**src/rtl/first_fit_block_allocator_core_assert.svh**
```systemverilog
// Assertion macros used by the allocator top level.
`ifndef FIRST_FIT_BLOCK_ALLOCATOR_CORE_ASSERT_SVH
`define FIRST_FIT_BLOCK_ALLOCATOR_CORE_ASSERT_SVH

// A condition that must hold at every clock edge outside reset.
`define FFBA_ASSERT_ALWAYS(label, cond, msg) \
  label: assert property (@(posedge clk) disable iff (!rst_n) (cond)) else $error(msg);

// A consequent that must hold in the cycle after its antecedent.
`define FFBA_ASSERT_NEXT(label, ante, cons, msg) \
  label: assert property (@(posedge clk) disable iff (!rst_n) (ante) |=> (cons)) \
    else $error(msg);

`endif

```
**src/rtl/ffba_pkg.sv**
```systemverilog
// Shared types, constants and codes of the first-fit block allocator.
`timescale 1ns / 1ps

package ffba_pkg;

  // Fixed field widths of the item and result ports.
  localparam int SIZE_W   = 24;
  localparam int HANDLE_W = 6;
  localparam int BREAK_W  = 25;
  localparam int ADDR_W   = 25;
  localparam int STATUS_W = 2;

  // Parameter defaults and register reset value.
  localparam int DEF_MAX_BLOCKS   = 64;
  localparam int DEF_HEADER_BYTES = 32;
  localparam logic [SIZE_W-1:0] HEAP_LIMIT_RST = 24'd65536;

  // Result status codes.
  localparam logic [STATUS_W-1:0] STS_OK    = 2'd0;
  localparam logic [STATUS_W-1:0] STS_ZERO  = 2'd1;
  localparam logic [STATUS_W-1:0] STS_NOMEM = 2'd2;
  localparam logic [STATUS_W-1:0] STS_BADH  = 2'd3;

  // Request action codes.
  localparam logic ACT_ALLOC = 1'b0;
  localparam logic ACT_FREE  = 1'b1;

  // Datapath operation codes issued by the controller.
  localparam int OP_W = 4;
  localparam logic [OP_W-1:0] OP_NONE       = 4'd0;
  localparam logic [OP_W-1:0] OP_LOAD       = 4'd1;
  localparam logic [OP_W-1:0] OP_SCAN_START = 4'd2;
  localparam logic [OP_W-1:0] OP_SCAN_STEP  = 4'd3;
  localparam logic [OP_W-1:0] OP_FREE_RD    = 4'd4;
  localparam logic [OP_W-1:0] OP_REUSE      = 4'd5;
  localparam logic [OP_W-1:0] OP_APPEND     = 4'd6;
  localparam logic [OP_W-1:0] OP_RELEASE    = 4'd7;
  localparam logic [OP_W-1:0] OP_MARK       = 4'd8;
  localparam logic [OP_W-1:0] OP_RSP_ZERO   = 4'd9;
  localparam logic [OP_W-1:0] OP_RSP_NOMEM  = 4'd10;
  localparam logic [OP_W-1:0] OP_RSP_BADH   = 4'd11;

  // One word of the block table.
  typedef struct packed {
    logic              free;
    logic [SIZE_W-1:0] size;
    logic [SIZE_W-1:0] base;
  } blk_entry_t;

  // Command from the controller to the datapath.
  typedef struct packed {
    logic [OP_W-1:0] op;
  } ffba_cmd_t;

  // Status flags from the datapath to the controller.
  typedef struct packed {
    logic is_alloc;
    logic req_zero;
    logic handle_bad;
    logic handle_last;
    logic hit;
    logic scan_done;
    logic append_ok;
  } ffba_flags_t;

endpackage

```
**src/rtl/ffba_ctrl.sv**
```systemverilog
// Controller state machine of the first-fit block allocator.
`timescale 1ns / 1ps

module ffba_ctrl
  import ffba_pkg::*;
(
  input  logic        clk,
  input  logic        rst_n,
  input  logic        start,
  output logic        busy,
  input  ffba_flags_t flags,
  output ffba_cmd_t   cmd
);

  localparam logic [1:0] S_IDLE    = 2'd0;
  localparam logic [1:0] S_DECODE  = 2'd1;
  localparam logic [1:0] S_SCAN    = 2'd2;
  localparam logic [1:0] S_FREE_WR = 2'd3;

  logic [1:0] state_r;
  logic [1:0] state_nxt;

  assign busy = (state_r != S_IDLE);

  // Next state and the one datapath operation of this cycle.
  always_comb begin
    state_nxt = state_r;
    cmd.op    = OP_NONE;
    unique case (state_r)
      S_IDLE: begin
        if (start) begin
          cmd.op    = OP_LOAD;
          state_nxt = S_DECODE;
        end
      end
      S_DECODE: begin
        if (flags.is_alloc) begin
          if (flags.req_zero) begin
            cmd.op    = OP_RSP_ZERO;
            state_nxt = S_IDLE;
          end else begin
            cmd.op    = OP_SCAN_START;
            state_nxt = S_SCAN;
          end
        end else if (flags.handle_bad) begin
          cmd.op    = OP_RSP_BADH;
          state_nxt = S_IDLE;
        end else begin
          cmd.op    = OP_FREE_RD;
          state_nxt = S_FREE_WR;
        end
      end
      S_SCAN: begin
        priority if (flags.hit) begin
          cmd.op    = OP_REUSE;
          state_nxt = S_IDLE;
        end else if (flags.scan_done) begin
          cmd.op    = flags.append_ok ? OP_APPEND : OP_RSP_NOMEM;
          state_nxt = S_IDLE;
        end else begin
          cmd.op = OP_SCAN_STEP;
        end
      end
      S_FREE_WR: begin
        cmd.op    = flags.handle_last ? OP_RELEASE : OP_MARK;
        state_nxt = S_IDLE;
      end
      default: begin
        state_nxt = S_IDLE;
      end
    endcase
  end

  // State register.
  always_ff @(posedge clk) begin
    if (!rst_n) begin
      state_r <= S_IDLE;
    end else begin
      state_r <= state_nxt;
    end
  end

endmodule

```
**src/rtl/ffba_datapath.sv**
```systemverilog
// Datapath of the first-fit block allocator: block table, heap state and result registers.
`timescale 1ns / 1ps

module ffba_datapath
  import ffba_pkg::*;
#(
  parameter int MAX_BLOCKS   = DEF_MAX_BLOCKS,
  parameter int HEADER_BYTES = DEF_HEADER_BYTES
) (
  input  logic                clk,
  input  logic                rst_n,
  input  ffba_cmd_t           cmd,
  output ffba_flags_t         flags,
  input  logic                cfg_we,
  input  logic [SIZE_W-1:0]   cfg_wdata,
  input  logic                in_action,
  input  logic [SIZE_W-1:0]   in_req_size,
  input  logic [HANDLE_W-1:0] in_block_handle,
  output logic                out_valid,
  output logic [STATUS_W-1:0] out_status,
  output logic [HANDLE_W-1:0] out_granted_handle,
  output logic [ADDR_W-1:0]   out_payload_addr,
  output logic                out_reused,
  output logic                out_released
);

  localparam int IDX_W  = $clog2(MAX_BLOCKS);
  localparam int CNT_W  = $clog2(MAX_BLOCKS + 1);
  localparam int CMP_W  = (CNT_W > HANDLE_W) ? CNT_W : HANDLE_W;
  localparam int NEED_W = BREAK_W + 1;

  // Block table and its registered read port.
  blk_entry_t mem [MAX_BLOCKS];
  blk_entry_t rd_data_r;
  logic             rd_en;
  logic [IDX_W-1:0] rd_addr;
  logic             wr_en;
  logic [IDX_W-1:0] wr_addr;
  blk_entry_t       wr_data;

  // Heap state and configuration.
  logic [CNT_W-1:0]   count_r;
  logic [CNT_W-1:0]   count_nxt;
  logic [BREAK_W-1:0] break_r;
  logic [BREAK_W-1:0] break_nxt;
  logic [SIZE_W-1:0]  limit_r;

  // Latched request.
  logic                action_r;
  logic [SIZE_W-1:0]   req_size_r;
  logic [HANDLE_W-1:0] handle_r;

  // Scan pointers.
  logic [CNT_W-1:0] rd_idx_r;
  logic [IDX_W-1:0] chk_idx_r;
  logic             chk_vld_r;

  logic [CMP_W-1:0]   handle_cmp;
  logic [CMP_W-1:0]   count_cmp;
  logic [IDX_W-1:0]   handle_idx;
  logic [NEED_W-1:0]  need;
  logic               rsp_en;

  assign handle_cmp = CMP_W'(handle_r);
  assign count_cmp  = CMP_W'(count_r);
  assign handle_idx = IDX_W'(handle_cmp);
  assign need       = NEED_W'(break_r) + NEED_W'(HEADER_BYTES) + NEED_W'(req_size_r);

  // Status flags for the controller.
  assign flags.is_alloc    = (action_r == ACT_ALLOC);
  assign flags.req_zero    = (req_size_r == '0);
  assign flags.handle_bad  = (handle_cmp >= count_cmp);
  assign flags.handle_last = ((CMP_W + 1)'(handle_cmp) + (CMP_W + 1)'(1))
                             == (CMP_W + 1)'(count_cmp);
  assign flags.hit         = chk_vld_r && rd_data_r.free && (rd_data_r.size >= req_size_r);
  assign flags.scan_done   = !chk_vld_r && (rd_idx_r == count_r);
  assign flags.append_ok   = (count_r != CNT_W'(MAX_BLOCKS)) &&
                             (need <= NEED_W'(limit_r));

  // Table port selection.
  always_comb begin
    rd_en   = 1'b0;
    rd_addr = handle_idx;
    wr_en   = 1'b0;
    wr_addr = handle_idx;
    wr_data = rd_data_r;
    unique case (cmd.op)
      OP_SCAN_STEP: begin
        rd_en   = (rd_idx_r != count_r);
        rd_addr = rd_idx_r[IDX_W-1:0];
      end
      OP_FREE_RD: begin
        rd_en = 1'b1;
      end
      OP_REUSE: begin
        wr_en        = 1'b1;
        wr_addr      = chk_idx_r;
        wr_data.free = 1'b0;
      end
      OP_APPEND: begin
        wr_en   = 1'b1;
        wr_addr = count_r[IDX_W-1:0];
        wr_data = '{free: 1'b0, size: req_size_r, base: break_r[SIZE_W-1:0]};
      end
      OP_MARK: begin
        wr_en        = 1'b1;
        wr_data.free = 1'b1;
      end
      default: begin
      end
    endcase
  end

  // Table memory.
  always_ff @(posedge clk) begin
    if (wr_en) begin
      mem[wr_addr] <= wr_data;
    end
    if (rd_en) begin
      rd_data_r <= mem[rd_addr];
    end
  end

  // Next block count and heap break.
  always_comb begin
    count_nxt = count_r;
    break_nxt = break_r;
    if (cmd.op == OP_APPEND) begin
      count_nxt = count_r + CNT_W'(1);
      break_nxt = BREAK_W'(need);
    end else if (cmd.op == OP_RELEASE) begin
      count_nxt = CNT_W'(handle_idx);
      break_nxt = BREAK_W'(rd_data_r.base);
    end
  end

  // Control registers: heap state, limit and scan valid.
  always_ff @(posedge clk) begin
    if (!rst_n) begin
      count_r   <= '0;
      break_r   <= '0;
      limit_r   <= HEAP_LIMIT_RST;
      chk_vld_r <= 1'b0;
      out_valid <= 1'b0;
    end else begin
      count_r <= count_nxt;
      break_r <= break_nxt;
      if (cfg_we) begin
        limit_r <= cfg_wdata;
      end
      if (cmd.op == OP_SCAN_START) begin
        chk_vld_r <= 1'b0;
      end else if (cmd.op == OP_SCAN_STEP) begin
        chk_vld_r <= (rd_idx_r != count_r);
      end
      out_valid <= rsp_en;
    end
  end

  // Request latch and scan pointers.
  always_ff @(posedge clk) begin
    if (cmd.op == OP_LOAD) begin
      action_r   <= in_action;
      req_size_r <= in_req_size;
      handle_r   <= in_block_handle;
    end
    if (cmd.op == OP_SCAN_START) begin
      rd_idx_r <= '0;
    end else if (cmd.op == OP_SCAN_STEP && rd_idx_r != count_r) begin
      rd_idx_r  <= rd_idx_r + CNT_W'(1);
      chk_idx_r <= rd_idx_r[IDX_W-1:0];
    end
  end

  assign rsp_en = (cmd.op == OP_REUSE) || (cmd.op == OP_APPEND) || (cmd.op == OP_RELEASE) ||
                  (cmd.op == OP_MARK) || (cmd.op == OP_RSP_ZERO) ||
                  (cmd.op == OP_RSP_NOMEM) || (cmd.op == OP_RSP_BADH);

  // Result registers; fields without meaning are zero.
  always_ff @(posedge clk) begin
    if (rsp_en) begin
      out_status         <= STS_OK;
      out_granted_handle <= '0;
      out_payload_addr   <= '0;
      out_reused         <= 1'b0;
      out_released       <= 1'b0;
      unique case (cmd.op)
        OP_REUSE: begin
          out_granted_handle <= HANDLE_W'(chk_idx_r);
          out_payload_addr   <= ADDR_W'(rd_data_r.base) + ADDR_W'(HEADER_BYTES);
          out_reused         <= 1'b1;
        end
        OP_APPEND: begin
          out_granted_handle <= HANDLE_W'(count_r);
          out_payload_addr   <= ADDR_W'(break_r[SIZE_W-1:0]) + ADDR_W'(HEADER_BYTES);
        end
        OP_RELEASE: begin
          out_released <= 1'b1;
        end
        OP_RSP_ZERO: begin
          out_status <= STS_ZERO;
        end
        OP_RSP_NOMEM: begin
          out_status <= STS_NOMEM;
        end
        OP_RSP_BADH: begin
          out_status <= STS_BADH;
        end
        default: begin
        end
      endcase
    end
  end

endmodule

```
**src/rtl/first_fit_block_allocator_core.sv**
```systemverilog
// Top level of the first-fit block allocator: controller, datapath and checks.
//
//   Channel  Direction  Handshake           Payload
//   in_      into core  start / busy        in_action, in_req_size, in_block_handle
//   out_     from core  out_valid strobe    out_status, out_granted_handle,
//                                           out_payload_addr, out_reused, out_released
//   cfg_     into core  cfg_we              cfg_wdata (heap limit)
//
// A zero-size allocate and a bad handle are answered from the decode state, and a
// valid free from the free-write state after its table read. An allocate scans the
// block table one entry per cycle through the table's single read port: a hit is
// answered once its entry's read data is checked, and an append or an out-of-memory
// answer comes after the scan has passed the last entry. busy is low on the cycle
// the result strobe is high, so the next item may be accepted then.
// Reset is synchronous and empties the table at once; no clearing pass is needed.
// Results are never stalled.
`timescale 1ns / 1ps

module first_fit_block_allocator_core
  import ffba_pkg::*;
#(
  parameter int MAX_BLOCKS   = DEF_MAX_BLOCKS,
  parameter int HEADER_BYTES = DEF_HEADER_BYTES
) (
  input  logic                clk,
  input  logic                rst_n,
  input  logic                start,
  output logic                busy,
  input  logic                in_action,
  input  logic [SIZE_W-1:0]   in_req_size,
  input  logic [HANDLE_W-1:0] in_block_handle,
  output logic                out_valid,
  output logic [STATUS_W-1:0] out_status,
  output logic [HANDLE_W-1:0] out_granted_handle,
  output logic [ADDR_W-1:0]   out_payload_addr,
  output logic                out_reused,
  output logic                out_released,
  input  logic                cfg_we,
  input  logic [SIZE_W-1:0]   cfg_wdata
);

`include "first_fit_block_allocator_core_assert.svh"

  ffba_cmd_t   cmd;
  ffba_flags_t flags;

  ffba_ctrl u_ctrl (
    .clk   (clk),
    .rst_n (rst_n),
    .start (start),
    .busy  (busy),
    .flags (flags),
    .cmd   (cmd)
  );

  ffba_datapath #(
    .MAX_BLOCKS   (MAX_BLOCKS),
    .HEADER_BYTES (HEADER_BYTES)
  ) u_datapath (
    .clk                (clk),
    .rst_n              (rst_n),
    .cmd                (cmd),
    .flags              (flags),
    .cfg_we             (cfg_we),
    .cfg_wdata          (cfg_wdata),
    .in_action          (in_action),
    .in_req_size        (in_req_size),
    .in_block_handle    (in_block_handle),
    .out_valid          (out_valid),
    .out_status         (out_status),
    .out_granted_handle (out_granted_handle),
    .out_payload_addr   (out_payload_addr),
    .out_reused         (out_reused),
    .out_released       (out_released)
  );

  // An accepted item keeps the core busy in the following cycle.
  `FFBA_ASSERT_NEXT(a_accept_busy, start && !busy, busy, "accepted item did not make core busy")

  // A result is strobed only once the controller is back in idle.
  `FFBA_ASSERT_ALWAYS(a_rsp_idle, !out_valid || !busy, "result strobed while core busy")

  // The cycle that accepts an item issues no result, so strobes never come back to back.
  `FFBA_ASSERT_NEXT(a_rsp_single, out_valid, !out_valid, "two result strobes in a row")

  // A reuse and a release never appear in the same result.
  `FFBA_ASSERT_ALWAYS(a_rsp_flags, !out_valid || !(out_reused && out_released),
                      "result marked both reused and released")

endmodule
```
**config.mk**
```make
export PLATFORM = sky130hd
export DESIGN_NAME = first_fit_block_allocator_core
export DESIGN_NICKNAME = d
export VERILOG_FILES = /design/src/rtl/ffba_pkg.sv /design/src/rtl/ffba_ctrl.sv /design/src/rtl/ffba_datapath.sv /design/src/rtl/first_fit_block_allocator_core.sv
export VERILOG_INCLUDE_DIRS = /design/src /design/src/rtl
export SDC_FILE = /design/constraint.sdc
export NUM_CORES = 2
export LEC_CHECK = 0
export BUFFER_PORTS_ARGS = -buffer_cell sky130_fd_sc_hd__buf_2
export CORE_AREA = 2 2 551 964
export CTS_CLUSTER_DIAMETER = 150
export DETAILED_ROUTE_END_ITERATION = 7
export DIE_AREA = 0 0 553 966
export GPL_TIMING_DRIVEN = 0
export PLACE_DENSITY = 0.47
export SLEW_MARGIN = 15
export SYNTH_ARGS = -nofsm -noshare
export SYNTH_HDL_FRONTEND = slang
export SYNTH_HIERARCHICAL = 1
export SYNTH_SLANG_ARGS = --single-unit
```
**constraint.sdc**
```tcl
create_clock -name clk -period 10.6 [get_ports clk]
set_input_delay 0 -clock clk [delete_from_list [all_inputs] [get_ports clk]]
set_output_delay 0 -clock clk [all_outputs]
set_load 0.01 [all_outputs]
```
# Yosys cells after proc, flatten, opt, wreduce, memory -nomap -nowiden
# Memories as Yosys holds them, arrays and structs flattened. A register that Yosys moved wholly into a read port is not among the register bits.
# Index checks and enable logic that the tools add are counted.
# totals
ramBits	3136
wordCells	103
memories	1
out_inout_bits	37
inputBits	59
ff_bits	139
# classes
bitwise	2
n_addsub	7
n_reduce_logical	21
muxes	33
n_eq_ne	20
magnitude_cmp	3
# mem_list
memory	depth	width	read_ports	rd_ports_with_merged_regs	write_ports	line	rtl
u_datapath.mem	64	49	1	1	1	ffba_datapath.sv:33	blk_entry_t mem [MAX_BLOCKS];
# ops
op	n
$add A24 B6 Y25 const B	2
$mux W25	2
$pmux W25 S2	1
$mux W48	1
$mux W4	7
$add A25 B6 Y26 const B	1
$add A26 B24 Y26	1
$le A26 B24 Y1	1
$ge A24 B24 Y1	1
$logic_not A24 Y1	1
$pmux W6 S2	2
$eq A4 B3 Y1 const B	4
$eq A4 B4 Y1 const B	4
$pmux W4 S4	1
$add A7 B1 Y7 const B	2
$mux W7	2
$mux W2	6
$eq A4 B2 Y1 const B	2
$eq A8 B7 Y1	1
$pmux W2 S4	1
$add A6 B1 Y7 const B	1
$eq A7 B7 Y1	1
$ge A6 B7 Y1	1
$ne A7 B7 Y1	1
19 further kinds	39

# Logic depth before layout (Yosys ltp)
# depth
word_depth	15
depth_mapped	38
mapped_depth_nobuf	31

# Cells and area by module
# The synthesis kept the hierarchy.
# by_module_without_submodules
module	area_per_inst_um2	seq_area_each_um2	cells_each	instances
ffba_datapath	130935.6	99105.0	8254	1
ffba_ctrl	209.0	40.0	29	1

# Least setup slack after synthesis
# OpenSTA, ideal clock, no wires.
# synth_path
kind	register to register
start	register u_datapath.req_size_r[1]
end	memory u_datapath/mem[0][25] (netlist bit), data pin
path_slack_ps	1984
arrival_ps	7914
stages_incl_launch_ff	29
setup_ps	702
path_buffers	6
cell_sequence	edfxtp_1 -> ha_1 -> ha_1 -> fa_1 -> a211oi_1 -> o211ai_1 -> and3_1 -> a31oi_1 -> a32oi_1 -> a41oi_1 -> xnor2_1 -> ha_1 -> nand4_1 -> nor2_1 -> nand2_1 -> or4_1 -> o31ai_1 -> a21oi_1 -> a21oi_1 -> or4b_1 -> o21ai_0 -> buf_4 -> nand4bb_1 -> clkbuf_1 -> buf_2 -> clkbuf_1 -> buf_1 -> clkbuf_1 -> o21ai_0
# synth_lines
item	line	rtl
from (decl)	ffba_datapath.sv:50	logic [SIZE_W-1:0] req_size_r;
from (signal assigned)	ffba_datapath.sv:164	req_size_r <= in_req_size;
to (decl)	ffba_datapath.sv:33	

==> metrics.csv <==
metric,value,unit
outcome,"complete, but fails checks",
violations,"max-capacitance violations, max-slew violations",
critical_path.startpoint_type,register,
slowest_stage,o211ai_1,
num_rows,353,
critPathMaxStageDelay,0.64,ns
grt_pass1_wl,889.6,mm
synth_xor_area_frac,0.003473,
combinationalPowerShare,0.312,
crit_family,compound AO/OA/AOI/OAI gates,
routed_wl,701.4,mm
synth_compound_area_frac,0.08929,
final_common_cell,edfxtp_1,
grt_max_degree,68,
synth-simple-area-share,0.05755,
syn-num-nets,8450,
postRouteAntennaNets,0,
power_frac_clock,0.293,
slew_viol_final,20,
die_x,553,um
timing.fmax,94.34,MHz
drtIter0Drc,14330,
synth_top_family_by_area,compound AO/OA/AOI/OAI gates,
initial_core_util,0.2491,
cts_buffers,300,
busiest_layer,met2,
core_area,526500,um2
fin_skew,0.06855,ns
min-delay-path-class,input port to register,
avgSynthCellArea,15.83,um2
clk_latency,0.99,ns
p_sw_frac,0.3789,
grt_use_total,0.2554,
hold_viol_final,0,
crit_arrival,11.14,ns
fin_ws,0.0002496,ns
p_per_area,236.6,nW/um2
pin_count,96,
synthArstFlopShare,0,
path_buf_inv,7,
tightest_slew,1.590,ns
synthFlopType,edfxtp_1,
vias,90920,
use_met1,0.2488,
placed_cell_area,150300,um2
netlist_area,131100,um2
layout_common_cells,"edfxtp_1 (3257), nand2_1 (1269), a21oi_1 (668)",
syn_inst,8283,
power_frac_seq,0.395,
h-tree-depth,5,
design_area,161800,um2
min_period_over_period,1.000,
first_global_vias,86180,
cts_tree,yes,
clk_root_buffer_cell,clkbuf_16,
crit_path_max_fanout,10,
cp-end-kind,register,
intPower,23.79,mW
cts.sinks,3324,
ys_ff_latch,3324,
drt_first_pass_iters,8,
nFillCells,51710,
synth_edf_count,3257,
drive_above_1_share,0.1810,
crit_type,register to register,
place.gp.congestion,0.9728,
hpwl,519.4,mm
synth_fa_ha_area_frac,0.01036,
vias_per_cell,5.535,
synth_cell_type_count,76,
finalSetupViolCount,0,
path_common_cell,buf_4,
p_switching,14.51,mW
rsz0062_at_grt,yes,
nets,9362,
ys_seq_area_frac,0.7560,
slew_headroom,-0.06031,
peakVddDrop,0.1757,mV
antenna_found_initial,93,
met3_usage,0.05817,
port_buffers,94,
chipHeight,966,um
post_drt_wl_per_cell,42.71,um
clk_pin_slew,0.07,ns
syn_to_final_growth,23.39,%
cts_buffer_depth,4,
gr-usage-met2,0.4260,
layout_min_cycle_time,10.60,ns
pre_cts_ws,-1.644,ns
required,11.14,ns
grt.overflow.total,0,
synth_mux_area_frac,0.06144,
power.leakage,52.70,nW
drv_cap,1,
drc,0,
yosysWarnings,6,
dieArea,534200,um2
-- registers in the layout, indices dropped and copies added (netlist names) --
| register | count |
|---|---|
| u_datapath/out_payload_addr | 25 |
| u_datapath/mem | 3136 |
| u_datapath/chk_vld_r | 1 |
| u_datapath/rd_idx_r | 7 |
| u_datapath/out_released | 1 |
| u_datapath/out_granted_handle | 6 |
| u_datapath/chk_idx_r | 6 |
| u_ctrl/state_r | 2 |
| u_datapath/out_reused | 1 |
| u_datapath/out_status | 2 |
| u_datapath/rd_data_r | 49 |
| u_datapath/break_r | 25 |
| u_datapath/out_valid | 1 |
| u_datapath/handle_idx | 6 |
| u_datapath/count_cmp | 7 |
| u_datapath/action_r | 1 |
| u_datapath/req_size_r | 24 |
| u_datapath/limit_r | 24 |
-- synth_stat cells, types with 12 or more instances --
cell	count	area share
a21o_1	26	0.0015
o22ai_1	92	0.0044
o2bb2ai_1	18	0.0012
xor2_1	15	0.0010
edfxtp_1	3257	0.75
mux2i_1	415	0.032
buf_1	52	0.0015
nand2_1	1283	0.037
buf_2	161	0.0061
nor3_1	78	0.0030
nor2b_1	12	0.00057
mux2_2	18	0.0015
a21oi_1	671	0.026
a211oi_1	69	0.0039
a221o_1	63	0.0048
nor4_1	55	0.0026
nand2b_1	19	0.00091
dfxtp_1	67	0.010
or3_1	16	0.00076
o21ai_0	215	0.0082
xnor2_1	37	0.0025
nand3_1	84	0.0032
and3_1	13	0.00062
buf_6	24	0.0021
o211ai_1	54	0.0031
a311oi_1	13	0.00087
a22oi_1	42	0.0024
o221ai_1	72	0.0048
clkbuf_1	222	0.0064
buf_4	58	0.0033
nor2_1	182	0.0052
a221oi_1	179	0.012
o311ai_0	12	0.00080
mux4_2	162	0.028
a31oi_1	75	0.0036
nand4_1	17	0.00081
and2_1	13	0.00062
inv_1	84	0.0024
a32oi_1	36	0.0024
ha_1	107	0.010
or4_1	15	0.00086
a2111oi_0	74	0.0049
-- final cells by class --
cell class | instances | area, um2 | share of cell area
inverter | 84 | 330.3 | 0.002041
clock buffer | 364 | 7875 | 0.04867
timing repair buffer | 623 | 10340 | 0.06393
sequential | 3324 | 99150 | 0.6127
clock inverter | 168 | 1627 | 0.01005
tap | 6922 | 8661 | 0.05352
antenna | 78 | 195.2 | 0.001206
buffer | 505 | 3040 | 0.01879
multi-input combinational | 4357 | 30600 | 0.1891
-- power by group through the flow --
stage               logic [mW]  registers (mW)  clock network, mW
finish                    11.9            15.1               11.2
global route              11.7            15.1               11.7
CTS                       11.2            15.1               11.3
detailed placement        11.1            15.4                  0
global placement          10.2            15.6                  0
floorplan                 4.23            15.4                  0
-- tightest hold or removal path, delay by kind of cell --
family / cells / cell delay, ns
multiplexers: 1 / 0.20
AND/OR/NAND/NOR: 1 / 0.07
buffers and inverters: 2 / 0.70
-- layer usage --
metal  vias to the layer above  part of all wire
met3                      2448             0.087
met2                      6906              0.48
li1                      34440                 -
met1                     47100              0.30
met5                         -           0.00032
met4                        30              0.13
-- logic make-up (layout without fill, tap and decap cells) --
logic type               Yosys count  after routing
AND/OR/NAND/NOR                 1813           1813
flip-flops                      3324           3324
adder cells (fa/ha/maj)          108            108
AO/OA/AOI/OAI                   1786           1786
buffers and inverters            602           1744
other                              0             78
XOR/XNOR                          52             52
multiplexers                     598            598
-- metrics by stage --
| step | power, mW | utilization | std cells | hold slack [ns] | setup TNS [ns] |
|---|---|---|---|---|---|
| 5_1_grt | 38.46 | 0.3071 | 16380 | 0.07534 | -0.5486 |
| 2_1_floorplan | 19.66 | - | 8283 | 0.09887 | 0 |
| 4_1_cts | 37.58 | 0.3065 | 16350 | 0.008917 | 0 |
| 6_report | 38.29 | 0.3074 | 16430 | 0.02869 | 0 |
| 3_5_place_dp | 26.46 | 0.2854 | 15700 | 0.1781 | -52.92 |
| 3_3_place_gp | 25.86 | 0.2664 | 15300 | 0.1801 | - |
-- timing repair --
action                                  in CTS  in global routing
endpoints found under the setup margin     595                 85
pin swaps                                    6                 10
gates resized for setup                    125                 98
hold buffers                               121                  0
setup buffers                                0                  1
endpoints found under the hold margin       78                  0
-- final timing paths --
path,cells after the start,startpoint,slack [ns],to
max reg2reg,33,u_datapath/req_size_r[2]$_DFFE_PN_,0.0002,u_datapath/rd_data_r[27]$_DFFE_PP_
max,33,u_datapath/req_size_r[2]$_DFFE_PN_,0.0002,u_datapath/rd_data_r[27]$_DFFE_PP_
min reg2reg,0,u_datapath/rd_idx_r[3]$_SDFFE_PP0P_,0.49,u_datapath/chk_idx_r[3]$_DFFE_PP_
min,4,cfg_we,0.03,u_datapath/limit_r[13]$_SDFFE_PN0P_
Power figures use the tool's default switching activity.
